`src/hw/rtl/fla_pkg.sv`:
```
// Shared constants, codes and control/status structs for the free-list ID allocator.
// No dependencies; every allocator module imports this package.
package fla_pkg;

   localparam int MAX_IDS = 256;
   localparam int ID_W    = 8;
   localparam int CNT_W   = 9;

   localparam logic [1:0] REQ_ALLOC  = 2'd0;
   localparam logic [1:0] REQ_RETIRE = 2'd1;
   localparam logic [1:0] REQ_CHECK  = 2'd2;
   localparam logic [1:0] REQ_CLEAR  = 2'd3;

   localparam logic [1:0] ST_OK      = 2'd0;
   localparam logic [1:0] ST_NONE    = 2'd1;
   localparam logic [1:0] ST_ALREADY = 2'd2;
   localparam logic [1:0] ST_RANGE   = 2'd3;

   typedef struct packed {
      logic load;
      logic exec;
      logic sweep_start;
      logic sweep;
      logic sweep_finish;
      logic respond;
   } ctrl_cmd_type;

   typedef struct packed {
      logic sweep_last;
   } dp_status_type;

endpackage

```
`src/hw/rtl/fla_ctrl.sv`:
```
// Controller state machine for the free-list ID allocator.
// Depends on fla_pkg; drives the datapath through ctrl_cmd_type.
module fla_ctrl (
   input  logic                  clock,
   input  logic                  reset,
   input  logic                  start,
   input  logic [1:0]            req_type,
   output logic                  busy,
   output fla_pkg::ctrl_cmd_type cmd,
   input  fla_pkg::dp_status_type status
);
   import fla_pkg::*;

   localparam logic [1:0] S_IDLE  = 2'd0;
   localparam logic [1:0] S_EXEC  = 2'd1;
   localparam logic [1:0] S_CLEAR = 2'd2;

   logic [1:0] state_ff, state_in;
   logic       pend_ff, pend_in;

   always_comb begin
      cmd      = '0;
      state_in = state_ff;
      pend_in  = pend_ff;
      case (state_ff)
         S_IDLE: begin
            if (start) begin
               cmd.load = 1'b1;
               if (req_type == REQ_CLEAR) begin
                  cmd.sweep_start = 1'b1;
                  pend_in         = 1'b1;
                  state_in        = S_CLEAR;
               end else begin
                  state_in = S_EXEC;
               end
            end
         end
         S_EXEC: begin
            cmd.exec = 1'b1;
            state_in = S_IDLE;
         end
         S_CLEAR: begin
            cmd.sweep = 1'b1;
            if (status.sweep_last) begin
               // The pass after reset refills silently; a requested clear answers.
               cmd.sweep_finish = 1'b1;
               cmd.respond      = pend_ff;
               pend_in          = 1'b0;
               state_in         = S_IDLE;
            end
         end
         default: begin
            state_in = S_IDLE;
         end
      endcase
   end

   always_ff @(posedge clock) begin
      if (reset) begin
         state_ff <= S_CLEAR;
         pend_ff  <= 1'b0;
      end else begin
         state_ff <= state_in;
         pend_ff  <= pend_in;
      end
   end

   assign busy = (state_ff != S_IDLE);

endmodule

```
`src/hw/rtl/fla_datapath.sv`:
```
// Datapath of the free-list ID allocator: id_count register, free queue and free
// bitmap memories, pointers, counters and response registers. Depends on fla_pkg.
module fla_datapath (
   input  logic                       clock,
   input  logic                       reset,
   input  fla_pkg::ctrl_cmd_type      cmd,
   output fla_pkg::dp_status_type     status,
   input  logic [1:0]                 req_type,
   input  logic [fla_pkg::ID_W-1:0]   req_id_value,
   input  logic                       csr_we,
   input  logic [fla_pkg::CNT_W-1:0]  csr_id_count,
   output logic                       rsp_valid,
   output logic [fla_pkg::ID_W-1:0]   rsp_out_id,
   output logic [1:0]                 rsp_status,
   output logic                       rsp_is_free,
   output logic [fla_pkg::CNT_W-1:0]  rsp_in_use_count
);
   import fla_pkg::*;

   logic [ID_W-1:0]  queue_mem [MAX_IDS];
   logic             map_mem   [MAX_IDS];

   logic [CNT_W-1:0] id_count_ff;
   logic [CNT_W-1:0] eff_n;

   logic [ID_W-1:0]  head_ff, head_in, tail_ff, tail_in, cnt_ff, cnt_in;
   logic [CNT_W-1:0] total_ff, total_in;
   logic [1:0]       op_ff, op_in;
   logic [ID_W-1:0]  id_ff, id_in;
   logic             range_ff, range_in;
   logic [ID_W-1:0]  q_rd_ff;
   logic             m_rd_ff;

   logic             q_we, m_we, m_data;
   logic [ID_W-1:0]  q_addr, q_data, m_addr;

   logic             rsp_valid_ff, rsp_valid_in;
   logic [ID_W-1:0]  rsp_id_ff, rsp_id_in;
   logic [1:0]       rsp_st_ff, rsp_st_in;
   logic             rsp_free_ff, rsp_free_in;
   logic [CNT_W-1:0] rsp_act_ff, rsp_act_in;

   // Counts above the queue depth behave as the full depth.
   assign eff_n = (id_count_ff > CNT_W'(MAX_IDS)) ? CNT_W'(MAX_IDS) : id_count_ff;
   assign status.sweep_last = (cnt_ff == ID_W'(MAX_IDS - 1));

   always_comb begin
      head_in      = head_ff;
      tail_in      = tail_ff;
      total_in     = total_ff;
      cnt_in       = cnt_ff;
      op_in        = op_ff;
      id_in        = id_ff;
      range_in     = range_ff;
      q_we         = 1'b0;
      q_addr       = tail_ff;
      q_data       = id_ff;
      m_we         = 1'b0;
      m_addr       = id_ff;
      m_data       = 1'b0;
      rsp_valid_in = 1'b0;
      rsp_id_in    = '0;
      rsp_st_in    = ST_OK;
      rsp_free_in  = 1'b0;

      if (cmd.load) begin
         op_in    = req_type;
         id_in    = req_id_value;
         range_in = ({1'b0, req_id_value} < eff_n);
      end
      if (cmd.sweep_start) begin
         cnt_in = '0;
      end
      if (cmd.sweep) begin
         q_we   = 1'b1;
         q_addr = cnt_ff;
         q_data = cnt_ff;
         m_we   = 1'b1;
         m_addr = cnt_ff;
         m_data = ({1'b0, cnt_ff} < eff_n);
         cnt_in = cnt_ff + ID_W'(1);
      end
      if (cmd.sweep_finish) begin
         head_in      = '0;
         tail_in      = eff_n[ID_W-1:0];
         total_in     = eff_n;
         rsp_valid_in = cmd.respond;
      end
      if (cmd.exec) begin
         rsp_valid_in = 1'b1;
         case (op_ff)
            REQ_ALLOC: begin
               if (total_ff == '0) begin
                  rsp_st_in = ST_NONE;
               end else begin
                  rsp_id_in = q_rd_ff;
                  m_we      = 1'b1;
                  m_addr    = q_rd_ff;
                  m_data    = 1'b0;
                  head_in   = head_ff + ID_W'(1);
                  total_in  = total_ff - CNT_W'(1);
               end
            end
            REQ_RETIRE: begin
               if (!range_ff) begin
                  rsp_st_in = ST_RANGE;
               end else if (m_rd_ff) begin
                  rsp_st_in = ST_ALREADY;
               end else begin
                  q_we     = 1'b1;
                  m_we     = 1'b1;
                  m_data   = 1'b1;
                  tail_in  = tail_ff + ID_W'(1);
                  total_in = total_ff + CNT_W'(1);
               end
            end
            REQ_CHECK: begin
               if (!range_ff) begin
                  rsp_st_in = ST_RANGE;
               end else begin
                  rsp_free_in = m_rd_ff;
               end
            end
            default: begin
               rsp_st_in = ST_OK;
            end
         endcase
      end
      rsp_act_in = (eff_n > total_in) ? (eff_n - total_in) : '0;
   end

   // Both memories read once per transaction, at acceptance; writes happen only
   // in the execute and sweep cycles, so a read never meets a write.
   always_ff @(posedge clock) begin
      if (q_we) begin
         queue_mem[q_addr] <= q_data;
      end
      if (cmd.load) begin
         q_rd_ff <= queue_mem[head_ff];
      end
   end

   always_ff @(posedge clock) begin
      if (m_we) begin
         map_mem[m_addr] <= m_data;
      end
      if (cmd.load) begin
         m_rd_ff <= map_mem[req_id_value];
      end
   end

   always_ff @(posedge clock) begin
      if (reset) begin
         id_count_ff  <= CNT_W'(MAX_IDS);
         head_ff      <= '0;
         tail_ff      <= '0;
         total_ff     <= '0;
         cnt_ff       <= '0;
         rsp_valid_ff <= 1'b0;
      end else begin
         if (csr_we) begin
            id_count_ff <= csr_id_count;
         end
         head_ff      <= head_in;
         tail_ff      <= tail_in;
         total_ff     <= total_in;
         cnt_ff       <= cnt_in;
         rsp_valid_ff <= rsp_valid_in;
      end
   end

   always_ff @(posedge clock) begin
      op_ff       <= op_in;
      id_ff       <= id_in;
      range_ff    <= range_in;
      rsp_id_ff   <= rsp_id_in;
      rsp_st_ff   <= rsp_st_in;
      rsp_free_ff <= rsp_free_in;
      rsp_act_ff  <= rsp_act_in;
   end

   assign rsp_valid        = rsp_valid_ff;
   assign rsp_out_id       = rsp_id_ff;
   assign rsp_status       = rsp_st_ff;
   assign rsp_is_free      = rsp_free_ff;
   assign rsp_in_use_count = rsp_act_ff;

   a_rsp_gap: assert property (@(posedge clock) disable iff (reset)
      rsp_valid_ff |=> !rsp_valid_ff)
      else $error("response strobe held for two cycles");

   a_total_bound: assert property (@(posedge clock) disable iff (reset)
      total_ff <= CNT_W'(MAX_IDS))
      else $error("free count exceeds queue depth");

   a_alloc_pop: assert property (@(posedge clock) disable iff (reset)
      (cmd.exec && op_ff == REQ_ALLOC && total_ff != '0)
      |=> (total_ff == $past(total_ff) - CNT_W'(1)) && rsp_st_ff == ST_OK)
      else $error("successful allocate did not pop one entry");

   a_sweep_map: assert property (@(posedge clock) disable iff (reset)
      cmd.exec |-> !cmd.sweep)
      else $error("execute and sweep share the memory write ports");

endmodule

```
`src/hw/rtl/free_list_id_allocator_core.sv`:
```
// Free-list ID allocator: a FIFO of free IDs with a free bitmap, one controller
// and one datapath. Depends on fla_pkg, fla_ctrl and fla_datapath.
//
// A transaction is accepted when start is high and busy is low. For allocate,
// retire and check, the edge that accepts reads the queue head and the bitmap
// entry, the next edge makes any memory update and registers the response, and
// rsp_valid is high for exactly one cycle after that; a new transaction may be
// accepted in that same cycle, but not before the previous one has responded.
// Clear and refill sweeps all 256 queue and bitmap entries, one per cycle over the
// single write port of each memory; its response is registered on the edge that
// writes the last entry, and the next transaction may be accepted in that response
// cycle. After reset the same clearing pass runs with busy high and produces no
// response. Responses cannot be stalled; the receiver must take each one in the
// cycle it is shown. csr_id_count may be written only while the block is idle.
module free_list_id_allocator_core (
   input  logic                      clock,
   input  logic                      reset,
   input  logic                      start,
   output logic                      busy,
   input  logic [1:0]                req_type,
   input  logic [fla_pkg::ID_W-1:0]  req_id_value,
   input  logic                      csr_we,
   input  logic [fla_pkg::CNT_W-1:0] csr_id_count,
   output logic                      rsp_valid,
   output logic [fla_pkg::ID_W-1:0]  rsp_out_id,
   output logic [1:0]                rsp_status,
   output logic                      rsp_is_free,
   output logic [fla_pkg::CNT_W-1:0] rsp_in_use_count
);
   import fla_pkg::*;

   ctrl_cmd_type  cmd;
   dp_status_type status;

   fla_ctrl u_ctrl (
      .clock    (clock),
      .reset    (reset),
      .start    (start),
      .req_type (req_type),
      .busy     (busy),
      .cmd      (cmd),
      .status   (status)
   );

   fla_datapath u_datapath (
      .clock            (clock),
      .reset            (reset),
      .cmd              (cmd),
      .status           (status),
      .req_type         (req_type),
      .req_id_value     (req_id_value),
      .csr_we           (csr_we),
      .csr_id_count     (csr_id_count),
      .rsp_valid        (rsp_valid),
      .rsp_out_id       (rsp_out_id),
      .rsp_status       (rsp_status),
      .rsp_is_free      (rsp_is_free),
      .rsp_in_use_count (rsp_in_use_count)
   );

endmodule
```
`config.mk`:
```
export PLATFORM = sky130hd
export DESIGN_NAME = free_list_id_allocator_core
export DESIGN_NICKNAME = d
export VERILOG_FILES = /design/src/hw/rtl/fla_pkg.sv /design/src/hw/rtl/fla_ctrl.sv /design/src/hw/rtl/fla_datapath.sv /design/src/hw/rtl/free_list_id_allocator_core.sv
export SDC_FILE = /design/constraint.sdc
export NUM_CORES = 2
export LEC_CHECK = 0
export BUFFER_PORTS_ARGS = -buffer_cell sky130_fd_sc_hd__buf_2
export CAP_MARGIN = 20
export CORE_UTILIZATION = 30
export DETAILED_ROUTE_END_ITERATION = 10
export PLACE_DENSITY = 0.47
export SLEW_MARGIN = 0
export SYNTH_ARGS = -nofsm -noshare
export SYNTH_HDL_FRONTEND = slang
export SYNTH_SLANG_ARGS = --single-unit
```
`constraint.sdc`:
```
create_clock -name clock -period 17.4 [get_ports clock]
set_clock_uncertainty 0.1 [all_clocks]
set_input_delay 3.48 -clock clock [delete_from_list [all_inputs] [get_ports clock]]
set_output_delay 3.48 -clock clock [all_outputs]
set_load 0.005 [all_outputs]
```
# Word-level counts from Yosys, hierarchy flattened
# Memory sizes are Yosys's and may differ from the RTL's. A register that Yosys moved wholly into a read port is not among the register bits.
# Index checks and enable logic that the tools add are counted.
# word_totals
mem_count	2
register_bits	77
ramBits	2304
inputBits	23
wordCells	112
output_inout_bits	22
# mem_list
memory	words	width	read_ports	rd_clocked_by_memory_dff	write_ports	line_no	text
u_datapath.queue_mem	256	8	1	1	1	fla_datapath.sv:20	logic [ID_W-1:0] queue_mem [MAX_IDS];
u_datapath.map_mem	256	1	1	1	1	fla_datapath.sv:21	logic map_mem [MAX_IDS];
# op_classes
n_eq_ne	9
n_bitwise	2
n_lt_le_gt_ge	4
addsub	6
muxes	64
n_reduce_logical	10
# ops
op	n
two-way mux 8 bit	16
two-way mux 9 bit	6
two-way mux 1 bit	28
adder 8 x 1 -> 8 bit (second input constant)	3
less-than comparator 8 x 9 -> 1 bit	2
case mux 9 bit (2 select lines)	1
two-way mux 2 bit	7
adder 9 x 1 -> 9 bit (second input constant)	1
greater-than comparator 9 bit	1
greater-than comparator 9 bit (second input constant)	1
logical NOT 9 bit	1
subtractor 9 x 1 -> 9 bit (second input constant)	1
subtractor 9 bit	1
== test 8 bit (second input constant)	1
== test 2 bit (second input constant)	3
case mux 1 bit (2 select lines)	3
case mux 2 bit (3 select lines)	1
nonzero test 2 bit	3
== test 2 x 1 -> 1 bit (second input constant)	2
logical NOT 2 bit	2
inequality test 2 bit (second input constant)	2
case mux 2 bit (2 select lines)	1
AND reduction 4 bit	1
two-way mux 3 bit	1
5 further kinds	6

# Longest topological paths before layout
# logic_depth
depth_word	10
ltp_mapped	20
depth_no_buf	19

# Hierarchy
# A second synthesis with hierarchy kept.
# hier_totals
hier_cells	5177
hier_area_um2	95838.2
# by_module_without_submodules
mod	seq_area_each_um2	cells_each	area_each_um2	n_inst
fla_datapath	71048.1	5160	95671.8	1
fla_ctrl	60.1	17	166.4	1

# Worst setup path after synthesis
# No wires, ideal clock.
# synth_timing
path_kind	register to register
start	reg u_datapath.id_count_ff[8]
end	mem u_datapath.map_mem[0], data pin
synth_period_minus_slack_ns	14.191
path_slack_ns	3.209
arrival_ns	11.857
path_stages_with_launch	10
t_required_ns	15.066
setup_time_ns	2.234
path_buffers	1
cell_sequence	dfxtp_1 -> clkbuf_1 -> nand2b_1 -> ha_1 -> nor2b_1 -> o21ai_0 -> a21oi_1 -> nor3_1 -> nor2_1 -> o31ai_1
# synth_via
elab_chain_cells	8
elab_cells_between_ends	9
cone_classes	order compare (2); mux (7)
# synth_rtl
element	line_no	text
from (decl)	fla_datapath.sv:23	logic [CNT_W-1:0] id_count_ff;
from (signal assigned)	fla_datapath.sv:154	id_count_ff <= CNT_W'(MAX_IDS);
from (signal assigned)	fla_datapath.sv:162	id_count_ff <= csr_id_count;
greater-than comparator 9 bit	fla_datapath.sv:44	assign eff_n = (id_count_ff > CNT_W'(MAX_IDS)) ? CNT_W'(MAX_IDS) : id_count_ff;
two-way mux 9 bit *	fla_datapath.sv:44	
less-than comparator 8 x 9 -> 1 bit *	fla_datapath.sv:80	m_data = ({1'b0, cnt_ff} < eff_n);
two-way mux 1 bit *	fla_datapath.sv:74	if (cmd.sweep) begin
two-way mux 1 bit	fla_datapath.sv:107	end else if (m_rd_ff) begin
two-way mux 1 bit	fla_datapath.sv:105	if (!range_ff) begin
case mux 1 bit (2 select lines)	fla_datapath.sv:91	case (op_ff)
two-way mux 1 bit *	fla_datapath.sv:89	if (cmd.exec) begin
net u_datapath.m_data	fla_datapath.sv:34	logic q_we, m_we, m_data;
to (decl)	fla_datapath.sv:21	
# The timed path passes the listed nets; every way through them passes the cells marked *.

==> results.tsv <==
metric	value	unit
drv_slew	0	
syn_inst	5136	
crit_path_top_delay_cell	buf_4	
drive_above_1_share	20.3	%
viasPerCell	5.21	
antenna_found_initial	13	
fmax	0.170	GHz
yosys-top-cells-area	edfxtp_1 (73%), mux4_2 (11%), mux2i_1 (2.7%)	
startpoint	req_id_value[0]	
nNetsFinal	5282	
r2r_slack	11.64	ns
crit_chain	buf_4 > buf_4 > mux4_2 > mux4_2 > a21oi_1 > nor3b_1 > o21ai_0 > o2111ai_1	
ant_nets	0	
cp_max_fo	38	
cts_max_level	5	
r2r-end	u_datapath.q_rd_ff[2]$_DFFE_PP_	
ir_worst_vdd	0.0805	mV
first_pass_iters	6	
gp_congestion	0.788	
setup_viol	0	
rsz0062_at_grt	no	
dieArea	321000	µm²
dp_hpwl	164	mm
p_comb_share	1.9	%
final_area	109000	µm²
start_kind	input pin	
clk_pin_slew	0.06	ns
power_frac_seq	52.1	%
grt_usage	17.0	%
timing.rr.start	u_datapath.head_ff[0]$_SDFF_PP0_	
cts_resized	0	
cap_violations	0	
coreArea	316000	µm²
num_io_pins	45	
maxSlewHeadroom	14.2	%
setup-tns-final	0	ns
cts_made_buffers	271	
drt_iter0_markers	5458	
switching_share	20.8	%
synth_top_area_share	73.1	%
grt_pass1_vias	50200	
finalHoldViolCount	0	
cts_root_buf	clkbuf_16	
crit_type	input pin to register	
synth_nets	5189	
synth_top_area_cell	edfxtp_1	
clock_sinks	2390	
placed_area	100000	µm²
cts_tree	yes	
setup_slack	11.51	ns
grt_first_pass_wirelength	391	mm
clockPowerShare	46.0	%
die_height	566	µm
post-route-period-util	33.8	%
p_int	9.60	mW
num_vias	50000	
power_density	111	nW/µm²
synth_area	95500	µm²
yosysUniqueCellTypes	86	
drt_drc_violations_left	0	
cts_setup_buffers	0	
finalCriticalPeriod	5.89	ns
cp-endpoint	u_datapath.m_rd_ff$_DFFE_PP_	
start_util	30.2	%
p_sw	2.51	mW
synth-seq-area-share	74.5	%
worst_r2r_path_depth	9	
clk_latency	0.87	ns
avgRoutedWirePerCell	29.0	µm
endpoint_kind	register	
fillers	29600	
routed_wl	279	mm
pre_cts_ws	10.62	ns
tightest_slew	1.29	ns
yosysMostFrequentCell	edfxtp_1	
status	finished, final reports clean	
hold_buffers	0	
power_leakage	32.7	nW
synthTopCellsByCount	edfxtp_1 (2324), nor2_1 (613), mux4_2 (476)	
num_rows	206	
worstHoldPathType	register to register	
required	17.90	ns
synth-seq-cells	2390	
grt_max_degree	257	
synth_edf_count	2324	
clk_path_buf_depth	4	
ys_warn_count	0	
portBuffers	44	
avgSynthCellArea	18.6	µm²
yosys_most_used_dff	edfxtp_1	
overflow	0	
fp.dieW	566	µm
area_delta_synth_final	13.9	%
ys_async_sr_fraction	0	%
arrival	6.39	ns
slowest_delay	0.63	ns
registers in the layout (all words and copies together) (netlist names), 9 cells and up:
name                         count
u_datapath.queue_mem          2048
u_datapath.map_mem             256
u_datapath.id_count_ff           9
u_datapath.rsp_in_use_count      9
u_datapath.total_ff              9
routing by layer:
layer	up-vias	GRT usage, %	share of wire, %
li1	21000	-	-
met1	26900	24.5	45
met2	1734	26.7	46
met3	346	2.95	6.5
met4	6	3.69	2.0
met5	-	0	0.011
layout by cell type, fill, tap and decap left out, types with 59 or more instances in the layout:
master / synthesis / final
a21oi_1: 104 / 104
a221oi_1: 59 / 59
a22oi_1: 97 / 97
buf_4: 40 / 97
clkbuf_16: 0 / 276
dfxtp_1: 66 / 60
edfxtp_1: 2324 / 2324
mux2i_1: 259 / 259
mux4_2: 476 / 476
nand2_1: 138 / 120
nor2_1: 613 / 609
o21ai_0: 78 / 74
o22ai_1: 69 / 69
power by group through the flow:
stage / registers [mW] / clock network (mW) / logic, mW
finish: 6.31 / 5.57 / 0.232
global route: 6.31 / 5.89 / 0.249
CTS: 6.31 / 5.68 / 0.234
detailed placement: 6.43 / 0 / 0.233
global placement: 6.43 / 0 / 0.228
floorplan: 6.45 / 0 / 0.125
worst min path at each step:
stage                                                start                                     end  slack [ns]  depth (start not counted)
floorplan           u_datapath.id_count_ff[1]$_SDFFE_PP0P_  u_datapath.id_count_ff[1]$_SDFFE_PP0P_        0.35                          2
global placement               u_ctrl.pend_ff$_SDFFE_PP0P_             u_ctrl.pend_ff$_SDFFE_PP0P_        0.38                          2
detailed placement             u_ctrl.pend_ff$_SDFFE_PP0P_             u_ctrl.pend_ff$_SDFFE_PP0P_        0.38                          2
CTS                            u_ctrl.pend_ff$_SDFFE_PP0P_             u_ctrl.pend_ff$_SDFFE_PP0P_        0.39                          2
global route                   u_ctrl.pend_ff$_SDFFE_PP0P_             u_ctrl.pend_ff$_SDFFE_PP0P_        0.42                          2
finish                         u_ctrl.pend_ff$_SDFFE_PP0P_             u_ctrl.pend_ff$_SDFFE_PP0P_        0.40                          2
stage by stage:
step | total power, mW | util (%) | hold slack (ns) | instances
6_report | 12.1 | 34.5 | 0.397 | 9593
3_5_place_dp | 6.67 | 31.7 | 0.381 | 9112
3_3_place_gp | 6.66 | 31.7 | 0.381 | 9109
4_1_cts | 12.2 | 34.4 | 0.393 | 9586
2_1_floorplan | 6.58 | - | 0.352 | 5136
5_1_grt | 12.4 | 34.5 | 0.420 | 9591
worst max-delay path: cells and delay by family:
| kind | cells | cell delay, ns |
|---|---|---|
| compound gates | 3 | 0.51 |
| mux | 2 | 1.07 |
| buf+inv | 2 | 1.13 |
| simple gates | 1 | 0.10 |
cell type report:
| class | count | area [µm²] | share of cell area [%] |
|---|---|---|---|
| repair buffers | 154 | 1200 | 1.10 |
| well taps | 4160 | 5200 | 4.78 |
| clock buffers | 339 | 7190 | 6.61 |
| flip-flops and latches | 2390 | 71100 | 65.4 |
| diodes | 3 | 7.51 | 0.00690 |
| inverters | 26 | 145 | 0.133 |
| clock inverters | 135 | 1300 | 1.20 |
| multi-input cells | 2386 | 22600 | 20.8 |
logic make-up (layout without fill, tap and decap cells):
family | Yosys count | after routing | share of synthesized area (%)
flops | 2390 | 2390 | 74.5
simple gates | 1029 | 1029 | 4.87
mux | 739 | 739 | 14.0
compound gates | 583 | 583 | 4.23
buf+inv | 360 | 654 | 1.99
fa+ha+maj | 30 | 30 | 0.401
xor+xnor | 5 | 5 | 0.0459
other cells | 0 | 3 | 0
No activity file was read; power rests on OpenSTA's default activity.
